<file path="src/hdl/fspa_pkg.sv">
package fspa_pkg;

	localparam int MAX_SLOTS = 256;
	localparam int MIN_SLOTS = 2;
	localparam int IDX_W = 8;
	localparam int CODE_W = 9;

	localparam logic [CODE_W-1:0] CODE_END = CODE_W'(MAX_SLOTS);
	localparam logic [CODE_W-1:0] CODE_ALLOCATED = CODE_W'(MAX_SLOTS + 1);

	typedef enum logic [1:0] {
		OP_REINIT = 2'd0,
		OP_ALLOC  = 2'd1,
		OP_FREE   = 2'd2,
		OP_CHECK  = 2'd3
	} op_t;

	typedef enum logic [1:0] {
		ST_OK      = 2'd0,
		ST_FULL    = 2'd1,
		ST_INVALID = 2'd2
	} status_t;

	typedef struct packed {
		op_t              op;
		logic [IDX_W-1:0] slot_index;
	} req_t;

	typedef struct packed {
		status_t           status;
		logic [IDX_W-1:0]  granted_slot;
		logic [CODE_W-1:0] free_count;
	} rsp_t;

	typedef enum logic [1:0] {
		S_IDLE,
		S_EXEC,
		S_FILL
	} state_t;

	typedef struct packed {
		logic accept;
		logic exec;
		logic fill;
		logic fill_done;
	} ctrl_cmd_t;

	typedef struct packed {
		logic req_fill;
		logic fill_last;
	} dp_status_t;

endpackage

</file>
<file path="src/hdl/fixed_slot_pool_allocator.sv">
// Fixed-slot pool allocator. Raise start with a request while busy is low;
// allocate, free and check pass through the execute state: busy is high in
// the cycle after start, and the result appears on rsp with done high for
// exactly one cycle after that, when busy is already low again, so a new
// request may be issued in the same cycle as a result is shown. done cannot
// be held off: capture rsp in the cycle done is high. The execute state is
// needed because the read data of the next-slot table is registered.
// A reinitialise with a valid pool size (cfg_wdata of 2..256, applied at the
// next reinitialise) walks the table one slot per cycle in the fill state;
// with a bad pool size it behaves like any other request. Every request
// other than a valid reinitialise reports invalid until the first
// reinitialise completes. Write cfg only while the block is idle.
module fixed_slot_pool_allocator (
	input  logic           clk,
	input  logic           arst_n,
	input  logic           start,
	input  fspa_pkg::req_t req,
	output logic           busy,
	output logic           done,
	output fspa_pkg::rsp_t rsp,
	input  logic           cfg_we,
	input  logic [8:0]     cfg_wdata
);
	import fspa_pkg::*;

	ctrl_cmd_t  cmd;
	dp_status_t status;

	fspa_ctrl u_ctrl (
		.clk    (clk),
		.arst_n (arst_n),
		.start  (start),
		.status (status),
		.busy   (busy),
		.cmd    (cmd)
	);

	fspa_datapath u_datapath (
		.clk       (clk),
		.arst_n    (arst_n),
		.req       (req),
		.cmd       (cmd),
		.cfg_we    (cfg_we),
		.cfg_wdata (cfg_wdata),
		.status    (status),
		.done      (done),
		.rsp       (rsp)
	);

endmodule

</file>
<file path="src/hdl/fspa_ctrl.sv">
module fspa_ctrl (
	input  logic                clk,
	input  logic                arst_n,
	input  logic                start,
	input  fspa_pkg::dp_status_t status,
	output logic                busy,
	output fspa_pkg::ctrl_cmd_t  cmd
);
	import fspa_pkg::*;

	state_t state_q;
	state_t state_nxt;

	always_ff @(posedge clk or negedge arst_n) begin
		if (!arst_n) begin
			state_q <= S_IDLE;
		end else begin
			state_q <= state_nxt;
		end
	end

	always_comb begin
		state_nxt = state_q;
		unique case (state_q)
			S_IDLE: begin
				if (start) begin
					state_nxt = status.req_fill ? S_FILL : S_EXEC;
				end
			end
			S_EXEC: begin
				state_nxt = S_IDLE;
			end
			S_FILL: begin
				if (status.fill_last) begin
					state_nxt = S_IDLE;
				end
			end
			default: begin
				state_nxt = S_IDLE;
			end
		endcase
	end

	always_comb begin
		busy = 1'b1;
		cmd = '0;
		unique case (state_q)
			S_IDLE: begin
				busy = 1'b0;
				cmd.accept = start;
			end
			S_EXEC: begin
				cmd.exec = 1'b1;
			end
			S_FILL: begin
				cmd.fill = 1'b1;
				cmd.fill_done = status.fill_last;
			end
			default: begin
				busy = 1'b1;
			end
		endcase
	end

	// a valid reinit request must start the fill walk
	assert property (@(posedge clk) disable iff (!arst_n)
		(start && !busy && status.req_fill) |=> (state_q == S_FILL))
		else $error("fill walk not started");

	// a plain request leaves execute for idle in the next cycle
	assert property (@(posedge clk) disable iff (!arst_n)
		(state_q == S_EXEC) |=> (state_q == S_IDLE))
		else $error("execute state held");

endmodule

</file>
<file path="src/hdl/fspa_datapath.sv">
module fspa_datapath (
	input  logic                 clk,
	input  logic                 arst_n,
	input  fspa_pkg::req_t        req,
	input  fspa_pkg::ctrl_cmd_t   cmd,
	input  logic                 cfg_we,
	input  logic [8:0]           cfg_wdata,
	output fspa_pkg::dp_status_t  status,
	output logic                 done,
	output fspa_pkg::rsp_t        rsp
);
	import fspa_pkg::*;

	logic [CODE_W-1:0] mem [MAX_SLOTS];
	logic [CODE_W-1:0] rdata_q;
	logic [IDX_W-1:0]  raddr;
	logic              we;
	logic [IDX_W-1:0]  waddr;
	logic [CODE_W-1:0] wdata;

	logic [CODE_W-1:0] cfg_q;
	op_t               op_q;
	logic [IDX_W-1:0]  idx_q;
	logic [CODE_W-1:0] head_q;
	logic [CODE_W-1:0] used_q;
	logic [CODE_W-1:0] pool_q;
	logic              init_q;
	logic [IDX_W-1:0]  fill_cnt_q;
	logic [CODE_W-1:0] fill_n_q;
	logic              done_q;
	rsp_t              rsp_q;

	logic              size_ok;
	logic [CODE_W-1:0] fill_next;
	logic              alloc_ok;
	logic              alloc_full;
	logic              slot_alloc;
	logic              free_ok;
	logic [CODE_W-1:0] free_now;
	rsp_t              rsp_nxt;

	assign size_ok = (cfg_q >= CODE_W'(MIN_SLOTS)) && (cfg_q <= CODE_W'(MAX_SLOTS));
	assign fill_next = {1'b0, fill_cnt_q} + CODE_W'(1);
	assign status.req_fill = (req.op == OP_REINIT) && size_ok;
	assign status.fill_last = (fill_next == fill_n_q);

	assign free_now = init_q ? (pool_q - used_q) : '0;
	assign alloc_full = (used_q >= pool_q) || (head_q >= pool_q);
	assign alloc_ok = (op_q == OP_ALLOC) && init_q && !alloc_full;
	assign slot_alloc = init_q && (used_q != '0) && ({1'b0, idx_q} < pool_q)
		&& (rdata_q == CODE_ALLOCATED);
	assign free_ok = (op_q == OP_FREE) && slot_alloc;

	// read the head for allocate, the requested slot otherwise
	assign raddr = (req.op == OP_ALLOC) ? head_q[IDX_W-1:0] : req.slot_index;

	always_comb begin
		we = 1'b0;
		waddr = fill_cnt_q;
		wdata = (fill_next < fill_n_q) ? fill_next : CODE_END;
		if (cmd.fill) begin
			we = 1'b1;
		end else if (cmd.exec && alloc_ok) begin
			we = 1'b1;
			waddr = head_q[IDX_W-1:0];
			wdata = CODE_ALLOCATED;
		end else if (cmd.exec && free_ok) begin
			we = 1'b1;
			waddr = idx_q;
			wdata = head_q;
		end
	end

	always_ff @(posedge clk) begin
		if (we) begin
			mem[waddr] <= wdata;
		end
		rdata_q <= mem[raddr];
	end

	always_comb begin
		rsp_nxt.status = ST_INVALID;
		rsp_nxt.granted_slot = '0;
		rsp_nxt.free_count = free_now;
		if (cmd.fill_done) begin
			rsp_nxt.status = ST_OK;
			rsp_nxt.free_count = fill_n_q;
		end else begin
			unique case (op_q)
				OP_ALLOC: begin
					if (!init_q) begin
						rsp_nxt.status = ST_INVALID;
					end else if (alloc_full) begin
						rsp_nxt.status = ST_FULL;
					end else begin
						rsp_nxt.status = ST_OK;
						rsp_nxt.granted_slot = head_q[IDX_W-1:0];
						rsp_nxt.free_count = pool_q - used_q - CODE_W'(1);
					end
				end
				OP_FREE: begin
					if (slot_alloc) begin
						rsp_nxt.status = ST_OK;
						rsp_nxt.free_count = pool_q - used_q + CODE_W'(1);
					end
				end
				OP_CHECK: begin
					if (slot_alloc) begin
						rsp_nxt.status = ST_OK;
					end
				end
				default: begin
					rsp_nxt.status = ST_INVALID;
				end
			endcase
		end
	end

	always_ff @(posedge clk or negedge arst_n) begin
		if (!arst_n) begin
			cfg_q <= CODE_W'(MAX_SLOTS);
			head_q <= CODE_END;
			used_q <= '0;
			pool_q <= '0;
			init_q <= 1'b0;
			done_q <= 1'b0;
		end else begin
			if (cfg_we) begin
				cfg_q <= cfg_wdata;
			end
			done_q <= cmd.exec || cmd.fill_done;
			if (cmd.fill_done) begin
				pool_q <= fill_n_q;
				head_q <= '0;
				used_q <= '0;
				init_q <= 1'b1;
			end else if (cmd.exec && alloc_ok) begin
				head_q <= rdata_q;
				used_q <= used_q + CODE_W'(1);
			end else if (cmd.exec && free_ok) begin
				head_q <= {1'b0, idx_q};
				used_q <= used_q - CODE_W'(1);
			end
		end
	end

	always_ff @(posedge clk) begin
		if (cmd.accept) begin
			op_q <= req.op;
			idx_q <= req.slot_index;
			fill_n_q <= cfg_q;
			fill_cnt_q <= '0;
		end else if (cmd.fill) begin
			fill_cnt_q <= fill_next[IDX_W-1:0];
		end
		if (cmd.exec || cmd.fill_done) begin
			rsp_q <= rsp_nxt;
		end
	end

	assign done = done_q;
	assign rsp = rsp_q;

	assert property (@(posedge clk) disable iff (!arst_n)
		init_q |-> (used_q <= pool_q))
		else $error("used count beyond pool size");

	assert property (@(posedge clk) disable iff (!arst_n)
		!init_q |-> (used_q == '0 && head_q == CODE_END))
		else $error("pool state changed before reinit");

	assert property (@(posedge clk) disable iff (!arst_n)
		init_q |-> (head_q < pool_q || head_q == CODE_END))
		else $error("free-list head out of range");

	// an empty free list means every slot is handed out
	assert property (@(posedge clk) disable iff (!arst_n)
		(init_q && head_q == CODE_END) |-> (used_q == pool_q))
		else $error("free list lost slots");

endmodule

</file>
<file path="config.mk">
export PLATFORM = sky130hd
export DESIGN_NAME = fixed_slot_pool_allocator
export DESIGN_NICKNAME = d
export VERILOG_FILES = /design/src/hdl/fspa_pkg.sv /design/src/hdl/fixed_slot_pool_allocator.sv /design/src/hdl/fspa_ctrl.sv /design/src/hdl/fspa_datapath.sv
export SDC_FILE = /design/constraint.sdc
export NUM_CORES = 2
export LEC_CHECK = 0
export BUFFER_PORTS_ARGS = -buffer_cell sky130_fd_sc_hd__clkbuf_2
export CAP_MARGIN = 20
export CORE_AREA = 2 2 380 570
export CTS_CLUSTER_SIZE = 30
export DETAILED_ROUTE_END_ITERATION = 8
export DIE_AREA = 0 0 382 572
export SETUP_SLACK_MARGIN = 0.1
export SLEW_MARGIN = 30
export SYNTH_ARGS = -nofsm -noshare
export SYNTH_HDL_FRONTEND = slang
export SYNTH_HIERARCHICAL = 1
export SYNTH_SLANG_ARGS = --single-unit
</file>
<file path="constraint.sdc">
create_clock -name clk -period 11 [get_ports clk]
set_input_delay 1.65 -clock clk [delete_from_list [all_inputs] [get_ports clk]]
set_output_delay 1.65 -clock clk [all_outputs]
set_load 0.05 [all_outputs]
</file>
---- Word-level counts from Yosys, hierarchy flattened ----
Memory sizes are Yosys's and may differ from the RTL's. A register that Yosys moved wholly into a read port is not among the register bits.
Cells that the tools add are included.
cells by class
  $lt $le $gt $ge ......................... 6
  muxes and demuxes ....................... 37
  div/mod/pow operators ................... 0
  bitwise operators ....................... 2
  multipliers ............................. 0
  add/subtract/negate cells ............... 6
  reductions and logical operators ........ 20
  equality and inequality tests ........... 10
  shifts and indexed selects .............. 0
operators by type and width
  operator             number
  $mux 9               15
  $mux 8               4
  $add 9x1->9 const B  2
  $ge 9x9->1           2
  $pmux 9 s2           1
  $sub 9x1->9 const B  2
  $mux 2               6
  $logic_and 1x1->1    10
  $add 8x1->9 const B  1
  $eq 9x9->1           1
  $eq 9x9->1 const B   1
  $ge 9x2->1 const B   1
  $le 9x9->1 const B   1
  $lt 8x9->1           1
  $lt 9x9->1           1
  $mux 1               9
  $reduce_bool 9->1    1
  $sub 9x9->9          1
  $pmux 2 s2           2
  $eq 2x1->1 const B   3
  $eq 2x2->1 const B   3
  $logic_not 2->1      2
  $reduce_or 4->1      1
  $reduce_bool 3->1    1
  7 further kinds      9
word-level totals
  memories kept ........................... 1
  output and inout bits ................... 21
  RAM bits ................................ 2304
  flip-flop bits (word level) ............. 86
  input bits .............................. 23
  memory bits (read-only) ................. 0
  latch bits .............................. 0
  logic and storage cells ................. 96
memory list
  name            words  width  rd ports  clocked after memory_dff  write ports  RTL line             source
  u_datapath.mem  256    9      1         1                         1            fspa_datapath.sv:14  logic [CODE_W-1:0] mem [MAX_SLOTS];

---- Longest topological paths before layout ----
  depth in word-level cells ............... 11
  mapped depth ............................ 20
  gate-level depth less buffers ........... 17

---- By module ----
Netlist, hierarchy kept.
modules (own cells, without submodules)
  module         area each (µm²)  seq. area each (µm²)  cells an instance  times used
  fspa_datapath  97677.4          71621.2               6221               1
  fspa_ctrl      121.4            50.0                  11                 1

---- Least setup slack after synthesis ----
OpenSTA, ideal clock, no wires.
  path kind ............................... reg-to-reg
  start ................................... reg u_datapath.head_q[0]
  end ..................................... mem u_datapath.mem[0][0] (data pin)
  required time ........................... 9.424 ns
  setup time .............................. 1.576 ns
  stages on the path, launching flop included .. 14
  period minus slack after synthesis ...... 11.130 ns
  slack ................................... -0.130 ns
  arrival ................................. 9.554 ns
  path buffers ............................ 2
  cell sequence ........................... dfrtp_1 clkbuf_1 buf_1 inv_1 ha_1 nand4_1 o31a_1 o21ai_0 a211oi_2 nand2_1 clkinv_1 a21oi_1 o21a_1 a21oi_1
on the way
  longest elaborated chain between the ends .. 7
  elaborated cells on any way between the ends .. 8
  classes of those cells .................. order compare (1); mux (3); reduce/logical (4)
RTL lines
  what                     RTL line              source
  from (decl)              fspa_datapath.sv:24   logic [CODE_W-1:0] head_q;
  from (signal assigned)   fspa_datapath.sv:138  head_q <= rdata_q;
  from (signal assigned)   fspa_datapath.sv:141  head_q <= {1'b0, idx_q};
  $ge 9x9->1               fspa_datapath.sv:48   assign alloc_full = (used_q >= pool_q) || (head_q >= pool_q);
  $logic_or 1x1->1         fspa_datapath.sv:48
  $logic_not 1->1          fspa_datapath.sv:49   assign alloc_ok = (op_q == OP_ALLOC) && init_q && !alloc_full;
  $logic_and 1x1->1        fspa_datapath.sv:49
  $logic_and 1x1->1        fspa_datapath.sv:63   end else if (cmd.exec && alloc_ok) begin
  $mux 9 (*)               fspa_datapath.sv:63
  $mux 9 (*)               fspa_datapath.sv:61   if (cmd.fill) begin
  via u_datapath.wdata[0]  fspa_datapath.sv:19   logic [CODE_W-1:0] wdata;
  to (decl)                fspa_datapath.sv:14
The timed path passes the listed nets; every way through them passes the cells marked *.

---- Final worst setup path ----
  start ................................... in req[9] (netlist bit)
  end ..................................... reg u_datapath.rdata_q[0] (read register of u_datapath.mem)
on the way
  longest elaborated chain between the ends .. 2
RTL lines
  what         RTL line                         source
  from (decl)  fixed_slot_pool_allocator.sv:17  input fspa_pkg::req_t req,
  $eq 2x1->1   fspa_datapath.sv:55              assign raddr = (req.op == OP_ALLOC) ? head_q[IDX_W-1:0] : req.slot_index;
  $mux 8       fspa_datapath.sv:55
  to (decl)    fspa_datapath.sv:15              logic [CODE_W-1:0] rdata_q;
No other way between the ends.
A chain may end at the register's enable or synchronous reset.

==> results.py <==
metrics = {
    "outcome": {
        "outcome": "finished, final reports clean",
    },
    "logic_synthesis": {
        "dominantRegCellSynth": "edfxtp_1",
        "number_of_synthesized_flops_with_an_enable_pin": 2342,
        "yosys.cell_types.count": 101,
        "ys_ff_latch": 2399,
        "avgSynthCellArea_um2": 15.69,
        "synth_top_cell_area_share": 0.7191,
        "synth.area.top_cells": "edfxtp_1 72%, mux4_2 6.1%, nand2_1 3.8%",
        "synth.largest_area_cell": "edfxtp_1",
        "post_synth_instance_area_um2": 97800,
        "synth_warnings": 6,
        "synth.net_count": 6307,
        "postSynthCellCount": 6232,
        "async_flop_share": 0.01667,
        "synth.yosys.seq_area_share": 0.7328,
    },
    "clocking": {
        "htreeDepth": 4,
        "insertion_delay_ns": 0.88,
        "numCtsBuffers": 216,
        "clk_pin_slew_worst_paths_ns": 0.06,
        "tritoncts_num_sinks": 2399,
        "clock_tree_from_tritoncts": "yes",
        "hold_buffers": 0,
        "maximum_root_to_sink_buffer_count": 4,
        "post_cts_buffers": 0,
        "ctsResizeCount": 0,
        "cts_root_buf": "clkbuf_16",
    },
    "worst_setup_path": {
        "rr_worst_depth": 17,
        "crit_path_start_kind": "input pin",
        "timing.critical_path.to": "u_datapath/rdata_q[0]",
        "launch_point_of_the_worst_reg_to_reg_path": "u_datapath/head_q[0]",
        "worstSetupPathType": "in -> reg",
        "worstSetupStartpoint": "req[9]",
        "worst-path-max-fanout": 42,
        "arrival_ns": 7.20,
        "r2r-end": "u_datapath/mem[112][8]",
        "regToRegSetupSlack_ns": 4.83,
        "worst_ep_required_time_ns": 11.72,
        "cp-end-kind": "flip-flop",
    },
    "route": {
        "initial_drc_count": 7458,
        "remaining_drc_errors": 0,
        "drt.antenna.violating_nets": 0,
        "detail_route.wirelength_um": 317200,
        "maxUsedRoutingLayer": "met5",
        "route.layer.met1.wl_um": 108900,
        "detailroute.via_count": 60350,
        "wl_met3_um": 27300,
        "route.detailed.vias_per_inst": 6.386,
        "drt_pre_antenna_iters": 9,
        "routedWlPerCell_um": 33.57,
        "detailroute.wirelength.met2_um": 155800,
    },
    "timing": {
        "finalWorstSetupSlack_ns": 4.520,
        "timing_hold_violations_final": 0,
        "finalSetupViolCount": 0,
        "final_max_slew_viol_count": 0,
        "final_period_minus_worst_setup_slack_ns": 6.480,
        "fin_worst_skew_ns": 0.06295,
        "finalHoldWorstSlack_ns": 0.4911,
        "slew-limit-headroom": 0.2678,
        "timing.final.crit_share": 0.5891,
        "fin_setup_tns_ns": 0,
        "actual_transition_at_the_worst_max_transition_pin_ns": 1.091,
        "max_frequency_mhz": 154.3,
        "rsz0062_at_grt": "false",
    },
    "placement": {
        "placedCellCount": 9047,
        "hpwl_um": 196400,
        "dp_slack_ns": 3.783,
        "place.gp.congestion": 0.9132,
        "port_buffers": 43,
    },
    "global_route": {
        "grt_first_pass_wirelength_um": 448100,
        "track_usage": 0.2875,
        "number_of_antenna_violations_at_the_first_check_in_global_routing": 9,
        "first_global_vias": 59340,
        "grt.overflow.total": 0,
        "grt_max_degree": 217,
    },
    "floorplan": {
        "floorplan.die.height_um": 572,
        "row_count": 208,
        "die_area_um2": 218500,
        "die_x_um": 382,
        "boundaryPins": 44,
        "initial_util": 0.4577,
        "core_area_um2": 213700,
    },
    "finish": {
        "areaGrowthSynthToFinish_pct": 13.91,
        "fraction_of_layout_instances_using_a_drive_strength_above_1": 0.1944,
        "design.final.nets": 6512,
        "instances_no_fill": 9450,
    },
    "run": {
        "drv_cap": 0,
    },
    "worst_hold_path": {
        "hp-class": "reg -> reg",
    },
    "power": {
        "total_leakage_power_nw": 36.25,
        "power_per_cell_area_nw_per_um2": 177.3,
        "ir_worst_vdd_v": 0.0001797,
        "power_w": 0.01975,
    },
}
-- sequential cells by signal, indices dropped and copies added, names as in the netlist --
| register | flops |
|---|---|
| u_datapath/cfg_q | 9 |
| u_ctrl/state_q | 2 |
| u_datapath/op_q | 2 |
| u_datapath/pool_q | 9 |
| u_datapath/used_q | 9 |
| u_datapath/mem | 2304 |
| u_datapath/done | 1 |
| u_datapath/init_q | 1 |
| u_datapath/idx_q | 8 |
| u_datapath/fill_n_q | 9 |
| u_datapath/head_q | 9 |
| u_datapath/rsp | 19 |
| u_datapath/rdata_q | 9 |
| u_datapath/fill_cnt_q | 8 |
-- area by class of cell --
type                            instances  area [µm²]
Fill cell                           17210      102300
Sequential cell                      2399       71670
Multi-Input combinational cell       3267       25270
Clock buffer                          257        5674
Tap cell                             2835        3547
Timing Repair Buffer                  423        3492
Clock inverter                        130        1237
Inverter                              130       488.0
Antenna cell                            9       22.52
-- per-stage QoR --
| step | area, µm² | util |
|---|---|---|
| 2_1_floorplan | 97800 | - |
| 3_3_place_gp | 104000 | 0.4867 |
| 3_5_place_dp | 104300 | 0.4880 |
| 4_1_cts | 111200 | 0.5204 |
| 5_1_grt | 111400 | 0.5213 |
| 6_report | 111400 | 0.5214 |
-- critical path, stage by stage --
cell       delay, ns
clkbuf_2        0.22
nand2b_4        0.61
buf_4           0.67
a21o_4          0.62
buf_4           0.57
buf_4           0.40
mux2i_1         0.23
a32oi_1         0.08
a311oi_1        0.97
nand4_1         0.57
o22ai_1         0.35
a2111oi_0       0.13
-- cells by family (layout without fill, tap and decap cells) --
family / Yosys count / count (layout) / synth area share
mux: 473 / 473 / 0.08230
other cells: 0 / 9 / 0
flops: 2399 / 2399 / 0.7328
fa+ha+maj: 52 / 52 / 0.006806
xor+xnor: 30 / 30 / 0.002687
buf+inv: 566 / 940 / 0.02589
compound gates: 777 / 777 / 0.05810
simple gates: 1935 / 1935 / 0.09137
-- Yosys cell counts (8+ instances only) --
cell type  instances
clkbuf_1         233
edfxtp_1        2342
o22ai_1           13
a221oi_1          20
ha_1              50
buf_1             63
nor2_1            84
and3_1            10
mux2i_1          191
inv_1            129
nand4_1           74
o211ai_1          20
o21a_1            10
a311oi_1          39
o21ai_0           49
o2111ai_1         36
dfrtp_1           38
xnor2_1           15
xor2_1            15
clkbuf_8           9
mux4_2           263
nor4_1           177
buf_6              9
dfxtp_1           17
o211a_1            9
a211oi_1         144
nor2b_1           13
nand3_1          356
a31oi_1          105
a32oi_1           62
nand2_1          996
a22o_1            16
nand2b_1          15
nor3_1           131
a2111oi_0         19
a21o_1             8
buf_2             89
buf_4             31
nor3_2            10
a21oi_1          112
or4_1              9
a22oi_1           36
mux2_2            19
and2_1            18
-- routing by layer --
metal,GRT usage,vias to the layer above
met5,0.003968,-
met2,0.4827,3465
li1,-,24940
met1,0.3430,31040
met3,0.04612,906
met4,0.1903,2
-- cell usage in the layout (no fill, tap or decap), types with 47 or more instances in the layout --
| cell | n |
|---|---|
| edfxtp_1 | 2342 |
| nand2_1 | 990 |
| nand3_1 | 355 |
| buf_4 | 347 |
| mux4_2 | 263 |
| clkbuf_16 | 220 |
| mux2i_1 | 188 |
| a211oi_1 | 142 |
| nor4_2 | 133 |
| inv_1 | 129 |
| nor3_1 | 118 |
| a21oi_1 | 109 |
| a31oi_1 | 99 |
| nand4_1 | 74 |
| nor2_1 | 73 |
| a32oi_1 | 62 |
| ha_1 | 50 |
| o21ai_0 | 47 |
-- report_power, final --
part           internal, W  switching [W]  total [W]
clock network      0.00419        0.00336    0.00755
registers           0.0103      0.0000577     0.0103
logic             0.000412        0.00145    0.00186
-- worst min path at each step --
stage	depth (start not counted)	start	endpoint	slack, ns
floorplan	2	u_datapath/rdata_q[8]	u_datapath/head_q[8]	0.41
global placement	0	u_datapath/cfg_q[3]	u_datapath/fill_n_q[3]	0.46
detailed placement	0	u_datapath/cfg_q[2]	u_datapath/fill_n_q[2]	0.47
CTS	0	u_datapath/cfg_q[1]	u_datapath/fill_n_q[1]	0.49
global route	0	u_datapath/cfg_q[5]	u_datapath/fill_n_q[5]	0.50
finish	0	u_datapath/cfg_q[1]	u_datapath/fill_n_q[1]	0.49
No activity file was read; power rests on OpenSTA's default activity.
